<file path="config.mk">
export PLATFORM = sky130hd
export DESIGN_NAME = ppu_scroll_address_unit_flat
export DESIGN_NICKNAME = d
export VERILOG_FILES = /design/src/rtl/core/psau_pkg.sv /design/src/rtl/core/psau_event_if.sv /design/src/rtl/core/psau_result_if.sv /design/src/rtl/core/psau_next.sv /design/src/rtl/core/ppu_scroll_address_unit.sv /design/src/flat_wrapper.sv
export SDC_FILE = /design/constraint.sdc
export NUM_CORES = 1
export LEC_CHECK = 0
export BUFFER_PORTS_ARGS = -buffer_cell sky130_fd_sc_hd__buf_4
export CAP_MARGIN = 5
export CORE_MARGIN = 2
export CORE_UTILIZATION = 54
export CTS_CLUSTER_SIZE = 8
export DETAILED_ROUTE_END_ITERATION = 12
export PLACE_DENSITY = 0.83
export SYNTH_ARGS = -nofsm -noshare
export SYNTH_HDL_FRONTEND = slang
export SYNTH_SLANG_ARGS = --single-unit
</file>
<file path="constraint.sdc">
create_clock -name clk -period 2.8 [get_ports clk]
set_input_delay 0.28 -clock clk [delete_from_list [all_inputs] [get_ports clk]]
set_output_delay 0.28 -clock clk [all_outputs]
set_load 0.005 [all_outputs]
</file>
<file path="src/rtl/core/psau_pkg.sv">
// ---------------------------------------------------------------------------
// psau_pkg: shared types and constants for the scroll address unit
// Event codes, address field layout and the architectural state record.
// ---------------------------------------------------------------------------
package psau_pkg;

	localparam int ADDR_W   = 15;
	localparam int FINE_W   = 3;
	localparam int ACTION_W = 4;
	localparam int DATA_W   = 8;

	typedef enum logic [ACTION_W-1:0] {
		ACT_CTRL_WR   = 4'd0,
		ACT_SCROLL_WR = 4'd1,
		ACT_ADDR_WR   = 4'd2,
		ACT_STATUS_RD = 4'd3,
		ACT_DATA_ACC  = 4'd4,
		ACT_INC_X     = 4'd5,
		ACT_INC_Y     = 4'd6,
		ACT_COPY_H    = 4'd7,
		ACT_COPY_V    = 4'd8
	} action_t;

	// address masks (fine Y [14:12], nametable [11:10], coarse Y [9:5], coarse X [4:0])
	localparam logic [ADDR_W-1:0] COPY_H_MASK = 15'h041f;
	localparam logic [ADDR_W-1:0] COPY_V_MASK = 15'h7be0;

	localparam logic [4:0] COARSE_X_LAST  = 5'd31;
	localparam logic [4:0] COARSE_Y_LAST  = 5'd29; // last visible tile row
	localparam logic [4:0] COARSE_Y_MAX   = 5'd31;
	localparam logic [2:0] FINE_Y_LAST    = 3'd7;
	localparam logic [ADDR_W-1:0] STEP_ONE = 15'd1;
	localparam logic [ADDR_W-1:0] STEP_ROW = 15'd32;

	typedef struct packed {
		logic [ADDR_W-1:0] v;       // current address
		logic [ADDR_W-1:0] t;       // temporary address
		logic [FINE_W-1:0] fine_x;
		logic              toggle;  // 0: first write, 1: second write
		logic              inc32;
	} scroll_state_t;

endpackage

</file>
<file path="src/rtl/core/psau_event_if.sv">
// ---------------------------------------------------------------------------
// psau_event_if: event channel
// valid/ready channel carrying one event code and its data byte per beat.
// ---------------------------------------------------------------------------
interface psau_event_if;
	logic                            valid;
	logic                            ready;
	logic [psau_pkg::ACTION_W-1:0]   action;
	logic [psau_pkg::DATA_W-1:0]     data_byte;

	modport source (output valid, output action, output data_byte, input ready);
	modport sink   (input valid, input action, input data_byte, output ready);
endinterface

</file>
<file path="src/rtl/core/psau_result_if.sv">
// ---------------------------------------------------------------------------
// psau_result_if: result channel
// valid/ready channel carrying the scroll state after each event.
// ---------------------------------------------------------------------------
interface psau_result_if;
	logic                          valid;
	logic                          ready;
	logic [psau_pkg::ADDR_W-1:0]   vram_address;
	logic [psau_pkg::FINE_W-1:0]   fine_x_scroll;
	logic                          toggle_now;
	logic                          address_reloaded;

	modport source (output valid, output vram_address, output fine_x_scroll,
		output toggle_now, output address_reloaded, input ready);
	modport sink   (input valid, input vram_address, input fine_x_scroll,
		input toggle_now, input address_reloaded, output ready);
endinterface

</file>
<file path="src/rtl/core/psau_next.sv">
// ---------------------------------------------------------------------------
// psau_next: next-state logic
// Applies one event to the scroll state; pure combinational.
// ---------------------------------------------------------------------------
module psau_next (
	input  psau_pkg::scroll_state_t         cur,
	input  logic [psau_pkg::ACTION_W-1:0]   action,
	input  logic [psau_pkg::DATA_W-1:0]     data_byte,
	output psau_pkg::scroll_state_t         nxt,
	output logic                            reloaded
);
	import psau_pkg::*;

	logic [4:0]        coarse_y;
	logic [ADDR_W-1:0] y_next;

	// vertical step: fine Y, then coarse Y with the attribute-row wrap rules
	always_comb begin
		coarse_y = cur.v[9:5];
		y_next   = cur.v;
		if (cur.v[14:12] != FINE_Y_LAST) begin
			y_next[14:12] = cur.v[14:12] + 3'd1;
		end else begin
			y_next[14:12] = '0;
			if (coarse_y == COARSE_Y_LAST) begin
				y_next[9:5] = '0;
				y_next[11]  = ~cur.v[11];
			end else if (coarse_y == COARSE_Y_MAX) begin
				y_next[9:5] = '0;
			end else begin
				y_next[9:5] = coarse_y + 5'd1;
			end
		end
	end

	always_comb begin
		nxt      = cur;
		reloaded = 1'b0;
		case (action)
			ACT_CTRL_WR: begin
				nxt.t[11:10] = data_byte[1:0];
				nxt.inc32    = data_byte[2];
			end
			ACT_SCROLL_WR: begin
				if (!cur.toggle) begin
					nxt.t[4:0]  = data_byte[7:3];
					nxt.fine_x  = data_byte[2:0];
					nxt.toggle  = 1'b1;
				end else begin
					nxt.t[14:12] = data_byte[2:0];
					nxt.t[9:5]   = data_byte[7:3];
					nxt.toggle   = 1'b0;
				end
			end
			ACT_ADDR_WR: begin
				if (!cur.toggle) begin
					nxt.t[13:8] = data_byte[5:0];
					nxt.t[14]   = 1'b0;
					nxt.toggle  = 1'b1;
				end else begin
					nxt.t[7:0] = data_byte;
					nxt.v      = {cur.t[14:8], data_byte};
					nxt.toggle = 1'b0;
					reloaded   = 1'b1;
				end
			end
			ACT_STATUS_RD: begin
				nxt.toggle = 1'b0;
			end
			ACT_DATA_ACC: begin
				nxt.v = cur.v + (cur.inc32 ? STEP_ROW : STEP_ONE);
			end
			ACT_INC_X: begin
				if (cur.v[4:0] == COARSE_X_LAST) begin
					nxt.v[4:0] = '0;
					nxt.v[10]  = ~cur.v[10];
				end else begin
					nxt.v[4:0] = cur.v[4:0] + 5'd1;
				end
			end
			ACT_INC_Y: begin
				nxt.v = y_next;
			end
			ACT_COPY_H: begin
				nxt.v = (cur.v & ~COPY_H_MASK) | (cur.t & COPY_H_MASK);
			end
			ACT_COPY_V: begin
				nxt.v = (cur.v & ~COPY_V_MASK) | (cur.t & COPY_V_MASK);
			end
			default: begin
				nxt      = cur;
				reloaded = 1'b0;
			end
		endcase
	end
endmodule

</file>
<file path="src/rtl/core/ppu_scroll_address_unit.sv">
// ---------------------------------------------------------------------------
// ppu_scroll_address_unit: loopy scroll/address registers
// Current and temporary VRAM address, fine X and the shared write toggle.
// ---------------------------------------------------------------------------
// Usage:
//   evt (sink): one event per beat - CPU register writes/reads (ctrl, scroll,
//     addr, status, data port) and renderer steps (inc X, inc Y, copy H/V).
//     data_byte only matters for ctrl, scroll and addr writes; codes past
//     copy V are no-ops.
//   res (source): one beat per event, showing v, fine X and the toggle after
//     that event, plus a flag set when a second addr write reloaded v from t.
//   Timing: an accepted event is held in the event register, then its result
//     in the result register. Throughput: 1 event per clock while res.ready
//     is high, set by the combinational next-state logic between them.
//   Reset (arst_n low): v, t, fine X, toggle and increment mode go to zero,
//     both pipeline stages empty.
//   Stall: while res.ready is low the result register holds; one more event
//     may sit in the event register, then evt.ready drops. No beat is lost.
// ---------------------------------------------------------------------------
module ppu_scroll_address_unit (
	input  logic           clk,
	input  logic           arst_n,
	psau_event_if.sink     evt,
	psau_result_if.source  res
);
	import psau_pkg::*;

	// stage 1: registered event
	logic                s1_valid;
	logic [ACTION_W-1:0] action_s1;
	logic [DATA_W-1:0]   data_s1;

	// architectural state, updated as an event leaves stage 1
	scroll_state_t state_q;
	scroll_state_t state_next;
	logic          reloaded_next;

	// stage 2: result register
	logic              s2_valid;
	logic [ADDR_W-1:0] vaddr_s2;
	logic [FINE_W-1:0] fine_x_s2;
	logic              toggle_s2;
	logic              reloaded_s2;

	logic s2_free;
	logic s1_adv;

	assign s2_free   = !s2_valid || res.ready;
	assign s1_adv    = s1_valid && s2_free;
	assign evt.ready = !s1_valid || s2_free;

	always_ff @(posedge clk or negedge arst_n) begin
		if (!arst_n) begin
			s1_valid <= 1'b0;
		end else if (evt.ready) begin
			s1_valid <= evt.valid;
		end
	end

	always_ff @(posedge clk) begin
		if (evt.ready && evt.valid) begin
			action_s1 <= evt.action;
			data_s1   <= evt.data_byte;
		end
	end

	psau_next u_next (
		.cur       (state_q),
		.action    (action_s1),
		.data_byte (data_s1),
		.nxt       (state_next),
		.reloaded  (reloaded_next)
	);

	always_ff @(posedge clk or negedge arst_n) begin
		if (!arst_n) begin
			state_q <= '0;
		end else if (s1_adv) begin
			state_q <= state_next;
		end
	end

	always_ff @(posedge clk or negedge arst_n) begin
		if (!arst_n) begin
			s2_valid <= 1'b0;
		end else if (s2_free) begin
			s2_valid <= s1_valid;
		end
	end

	always_ff @(posedge clk) begin
		if (s1_adv) begin
			vaddr_s2    <= state_next.v;
			fine_x_s2   <= state_next.fine_x;
			toggle_s2   <= state_next.toggle;
			reloaded_s2 <= reloaded_next;
		end
	end

	assign res.valid            = s2_valid;
	assign res.vram_address     = vaddr_s2;
	assign res.fine_x_scroll    = fine_x_s2;
	assign res.toggle_now       = toggle_s2;
	assign res.address_reloaded = reloaded_s2;

	// state only moves when an event is retired into the result register
	a_state_hold: assert property (@(posedge clk) disable iff (!arst_n)
		!s1_adv |=> $stable(state_q))
		else $error("scroll state changed without a retired event");

	// the presented result always mirrors the live state
	a_result_match: assert property (@(posedge clk) disable iff (!arst_n)
		s2_valid |-> (vaddr_s2 == state_q.v && fine_x_s2 == state_q.fine_x
			&& toggle_s2 == state_q.toggle))
		else $error("result register out of step with state");

	// a reload only happens on the second address write, which clears the toggle
	a_reload_toggle: assert property (@(posedge clk) disable iff (!arst_n)
		s2_valid && reloaded_s2 |-> !toggle_s2 && vaddr_s2 == state_q.t)
		else $error("reload flag without v == t and toggle clear");

	// a retired event always lands in the result register
	a_retire_fills: assert property (@(posedge clk) disable iff (!arst_n)
		s1_adv |=> s2_valid)
		else $error("retired event did not produce a result beat");
endmodule
</file>
<file path="src/flat_wrapper.sv">
// flat-port wrapper written by rule: the top's interface ports become plain ports
module ppu_scroll_address_unit_flat import psau_pkg::*;
  (clk, arst_n, evt_valid, evt_action, evt_data_byte, evt_ready, res_valid, res_vram_address, res_fine_x_scroll, res_toggle_now, res_address_reloaded, res_ready);
  psau_event_if evt_i ();
  psau_result_if res_i ();
  input  logic clk;
  input  logic arst_n;
  input wire logic [$bits(evt_i.valid)-1:0] evt_valid;
  input wire logic [$bits(evt_i.action)-1:0] evt_action;
  input wire logic [$bits(evt_i.data_byte)-1:0] evt_data_byte;
  output wire logic [$bits(evt_i.ready)-1:0] evt_ready;
  output wire logic [$bits(res_i.valid)-1:0] res_valid;
  output wire logic [$bits(res_i.vram_address)-1:0] res_vram_address;
  output wire logic [$bits(res_i.fine_x_scroll)-1:0] res_fine_x_scroll;
  output wire logic [$bits(res_i.toggle_now)-1:0] res_toggle_now;
  output wire logic [$bits(res_i.address_reloaded)-1:0] res_address_reloaded;
  input wire logic [$bits(res_i.ready)-1:0] res_ready;
  assign evt_i.valid = evt_valid;
  assign evt_i.action = evt_action;
  assign evt_i.data_byte = evt_data_byte;
  assign evt_ready = evt_i.ready;
  assign res_valid = res_i.valid;
  assign res_vram_address = res_i.vram_address;
  assign res_fine_x_scroll = res_i.fine_x_scroll;
  assign res_toggle_now = res_i.toggle_now;
  assign res_address_reloaded = res_i.address_reloaded;
  assign res_i.ready = res_ready;
  ppu_scroll_address_unit u_core (.clk(clk), .arst_n(arst_n), .evt(evt_i), .res(res_i));
endmodule
</file>
* Word level (Yosys, flattened, before mapping)
Cells that the tools add are included.
Word-level totals: register bits 69, latch bits 0, RAM bits 0, bits in read-only memories 0, input bits 16, output and inout port bits 22, word-level logic and storage cells 81, memories kept 0
Cells by class: add/sub/neg operators 4, $mul 0, div/mod/pow operators 0, order comparisons 0, equality and inequality tests 16, shift operators 0, muxes and demuxes 26, bitwise operators 4, reductions and logical operators 15
Operators with widths (count):
- 5-bit case mux with 5 select lines | 2
- 5-bit two-way mux | 5
- 10-bit case mux with 2 select lines | 1
- 4-bit case mux with 5 select lines | 1
- 4-bit by 3-bit equality test with 1-bit output (second input constant) | 4
- 8-bit two-way mux | 2
- 15-bit by 6-bit adder with 15-bit output | 1
- 5-bit equality test (second input constant) | 3
- 15-bit two-way mux | 1
- 11-bit by 15-bit OR with 15-bit output | 1
- 15-bit by 11-bit OR with 15-bit output | 1
- 4-bit AND reduction | 3
- 5-bit by 1-bit adder with 5-bit output (second input constant) | 2
- 3-bit two-way mux | 3
- 4-bit by 2-bit equality test with 1-bit output (second input constant) | 2
- 7-bit two-way mux | 1
- 6-bit two-way mux | 1
- 3-bit case mux with 2 select lines | 1
- 1-bit two-way mux | 5
- 1-bit case mux with 5 select lines | 1
- 4-bit by 1-bit equality test with 1-bit output (second input constant) | 1
- 4-bit equality test (second input constant) | 1
- 4-bit zero test | 1
- 2-bit by 1-bit inequality test with 1-bit output (second input constant) | 2
- other kinds (13) | 19

* Longest topological paths before layout
word-level depth 5, gate-level depth with buffers 8, gate-level depth less buffers 8

* By module
From an unflattened synthesis, not the netlist that was laid out.
Second synthesis, totals: cells, all modules 385, area total of the unflattened synthesis 4289.1 µm²
Modules (own cells, without submodules):
- ppu_scroll_address_unit | instances 1, cells each 114, area an instance 2478.6 µm², sequential area each 1886.8 µm²
- psau_next | instances 1, cells each 271, area an instance 1810.5 µm², sequential area each 0.0 µm²

* Least setup slack after synthesis
OpenSTA, ideal clock, no wires.
path type reg2reg, start point reg u_core.state_q[20] (netlist bit), end point reg u_core.vaddr_s2[8], in the netlist u_core.res.vram_address[8] (data pin), library setup time 0.268 ns, arrival 1.777 ns, data required time 2.532 ns, slack 0.755 ns, cell stages (with the launch flop) 8, path buffers 0, clock period less this slack 2.045 ns, cells stage by stage dfrtp_1 ha_1 ha_1 and3_1 a31oi_1 or3_4 a2bb2oi_1 nand3_1
RTL lines:
- start: declaration | line ppu_scroll_address_unit.sv:34 | scroll_state_t state_q;
- start signal: assignment | line ppu_scroll_address_unit.sv:79 | state_q <= state_next;
- end signal: assignment | line ppu_scroll_address_unit.sv:93 | vaddr_s2 <= state_next.v;
- end: declaration | line ppu_scroll_address_unit.sv:40 | logic [ADDR_W-1:0] vaddr_s2;

==> results.py <==
metrics = {
    "outcome": {
        "status": "finished, final reports clean",
    },
    "route": {
        "drt_iter0_markers": 256,
        "remaining_drc_errors": 0,
        "viasPerCell": 6.24,
        "first_pass_iters": 7,
        "vias": 3258,
        "postRouteWirelength_mm": 9.16,
        "routedWlPerCell_um": 17.5,
        "detail-route-antenna-nets": 0,
    },
    "critical_path": {
        "endpoint_kind": "register",
        "start_kind": "register",
        "r2r_setup_slack_ns": 0.42,
        "path_max_fanout": 24,
        "cp-endpoint": "u_core.res.vram_address[6]",
        "critPathMaxStageDelay_ns": 0.68,
        "reg2regPathDepth": 5,
        "cp-startpoint": "u_core.action_s1[3]",
        "path_class": "reg2reg",
        "worst_ep_arrival_time_ns": 2.48,
        "crit_required_ns": 2.90,
        "worstPathCellList": "nand2b_1 > a21o_1 > a31oi_1 > a21oi_1 > or3_1",
        "r2r-start": "u_core.action_s1[3]",
        "crit_slowest_cell": "edfxtp_1",
        "r2r-end": "u_core.res.vram_address[6]",
    },
    "global_route": {
        "grt_pass1_wl_mm": 14.9,
        "grt_usage_pct": 25.1,
        "grt_pass1_vias": 3033,
        "antenna_found_initial": 0,
        "grt_max_degree": 38,
        "met2_usage_pct": 40.0,
        "busiest_layer": "met2",
        "gr-usage-met3_pct": 6.28,
        "gr-total-overflow": 0,
        "grtUsageMet1_pct": 33.0,
    },
    "floorplanning": {
        "die_area_um2": 7910,
        "die_h_um": 88.9,
        "rows": 30,
        "fp.dieW_um": 88.9,
        "io_pins": 38,
        "start_util_pct": 56.7,
        "core_area_um2": 6870,
    },
    "yosys": {
        "syn-num-nets": 412,
        "ys_warn_count": 0,
        "ys_seq_area_share_pct": 48.4,
        "synth_top_area_cell": "edfxtp_1",
        "dominantRegCellSynth": "dfrtp_1",
        "synth_top_area_share_pct": 24.7,
        "postSynth.asyncResetShare_pct": 53.6,
        "synth_area_per_cell_um2": 10.1,
        "synth-seq-cells": 69,
        "syn_inst": 386,
        "synth-edff-count": 32,
        "synth_area_um2": 3890,
        "synth.area.top_cells": "edfxtp_1 (25%), dfrtp_1 (24%), nand2_1 (4.7%)",
        "yosysUniqueCellTypes": 65,
    },
    "sta": {
        "finalSetupViolations": 0,
        "finalMaxSlewViolations": 0,
        "period_needed_ns": 2.38,
        "relSlewSlack_pct": 54.7,
        "finClkSkew_ns": 0.0144,
        "fin_crit_sh_pct": 85.2,
        "fmax_mhz": 419,
        "tightest_slew_ns": 0.679,
        "rsz0062_at_grt": "false",
        "hold_viol": 0,
        "fin_tns_setup_ns": 0,
        "hold_ws_ns": 0.0903,
    },
    "clock_network": {
        "cts-root-buf": "clkbuf_8",
        "clockBufferDepth": 2,
        "cts_buffers": 9,
        "clkTransAtPathRegs_ns": 0.08,
        "postCtsSetupBuffers": 0,
        "cts_sinks": 69,
        "htree_levels": 3,
        "clock_latency_ns": 0.37,
        "cts_tree": "yes",
    },
    "job": {
        "cap_violations": 0,
    },
    "cells_and_area": {
        "area.sequential_um2": 1890,
        "diodes": 0,
        "final_util_pct": 64.6,
        "fillers": 579,
        "multi_input_area_um2": 1850,
        "area_growth_pct": 14.0,
        "drive_gt1_share_pct": 18.5,
        "fin_cells": 522,
        "nets": 447,
    },
    "power_and_ir_drop": {
        "fin_total_pwr_mw": 3.26,
        "p_per_area_nw_per_um2": 734,
        "vdd_drop_max_uv": 573,
        "leakage_nw": 1.82,
    },
    "placed_design": {
        "io_buffer_count": 37,
        "dp_hpwl_mm": 6.38,
        "place_congestion": 0.947,
        "place_inst": 505,
    },
    "min_path": {
        "hp-class": "in2reg",
    },
}
==> metrics by stage <==
stage | area (um2) | setup WS, ns
finish | 4440 | 0.415
global route | 4440 | 0.309
CTS | 4440 | 0.465
floorplan | 3890 | 0.755
global placement | 4230 | 0.560
detailed placement | 4230 | 0.491
==> final cells by class <==
type | count | area share (%)
repair buffers | 45 | 7.67
clock inverters | 7 | 1.66
well taps | 96 | 2.71
multi-input cells | 285 | 41.7
inverters | 11 | 0.930
flip-flops and latches | 69 | 42.5
clock buffers | 9 | 2.79
==> where the power goes <==
group          internal (mW)  switching (mW)
Clock                  0.414           0.412
Sequential              1.34           0.270
Combinational          0.394           0.427
==> repair_timing <==
action | CTS | global route
hold buffers | 1 | 0
resized for setup | 0 | 0
endpoints found under the hold margin | 37 | 0
==> sequential cells by signal, indices dropped and copies added, names as in the netlist <==
signal                       flops
u_core.state_q                  35
u_core.res.vram_address         15
u_core.data_s1                   8
u_core.action_s1                 4
u_core.res.fine_x_scroll         3
u_core.res.address_reloaded      1
u_core.res.toggle_now            1
u_core.res.valid                 1
u_core.s1_valid                  1
==> cell families after synthesis <==
kind of cell	after synthesis	synth area share, %
simple gates	140	19.2
mux	17	4.63
flops	69	48.4
compound gates	116	20.1
xor+xnor	2	0.450
fa+ha+maj	10	3.21
buf+inv	32	3.98
==> cells in the final DEF (no fill, tap or decap), types with 4 or more instances in the layout <==
cell type	count
edfxtp_1	32
nor3_1	8
a32oi_1	4
ha_1	10
nand2_1	49
nor2b_1	6
nand3_1	12
nor2_1	19
mux2_2	8
dfrtp_1	37
nand3b_1	5
inv_1	10
nand2b_1	11
a22oi_1	12
clkbuf_8	9
a31oi_1	9
a21oi_1	15
mux2i_1	9
buf_4	44
o21a_1	4
o21ai_0	36
==> critical path: cells and delay by family, from the launching register on <==
kind / cells / cell delay (ns)
simple gates: 2 / 0.71
flops: 1 / 0.68
compound gates: 3 / 0.73
==> synth_stat cells, types with 4 or more instances <==
| library cell | instances |
|---|---|
| a22oi_1 | 12 |
| clkbuf_1 | 8 |
| dfrtp_1 | 37 |
| mux2i_1 | 9 |
| a31oi_1 | 9 |
| nand2_1 | 49 |
| mux2_2 | 8 |
| nor2_1 | 19 |
| nand2b_1 | 11 |
| buf_2 | 7 |
| o21ai_0 | 36 |
| nand3_1 | 12 |
| nand3b_1 | 5 |
| a32oi_1 | 4 |
| edfxtp_1 | 32 |
| ha_1 | 10 |
| nor2b_1 | 6 |
| o21a_1 | 4 |
| inv_1 | 10 |
| a21oi_1 | 15 |
| nor3_1 | 8 |
==> how the worst min path moves through the flow <==
| stage | endpoint | depth (start not counted) | start | slack (ns) |
|---|---|---|---|---|
| floorplan | u_core.res.valid | 0 | arst_n | -0.02 |
| global placement | u_core.state_q[29] | 1 | arst_n | 0.28 |
| detailed placement | u_core.state_q[28] | 1 | arst_n | 0.28 |
| CTS | u_core.data_s1[1] | 1 | evt_data_byte[1] | 0.09 |
| global route | u_core.action_s1[1] | 1 | evt_action[1] | 0.08 |
| finish | u_core.data_s1[2] | 1 | evt_data_byte[2] | 0.09 |
==> per-layer routing <==
layer	vias to the layer above	routed length, um	part of all wire [%]
met4	0	231	2.5
met5	-	0	0
met3	26	669	7.3
li1	1516	-	-
met1	1562	3880	42
met2	154	4380	48
Note: power is estimated with default switching activity, not from simulation.
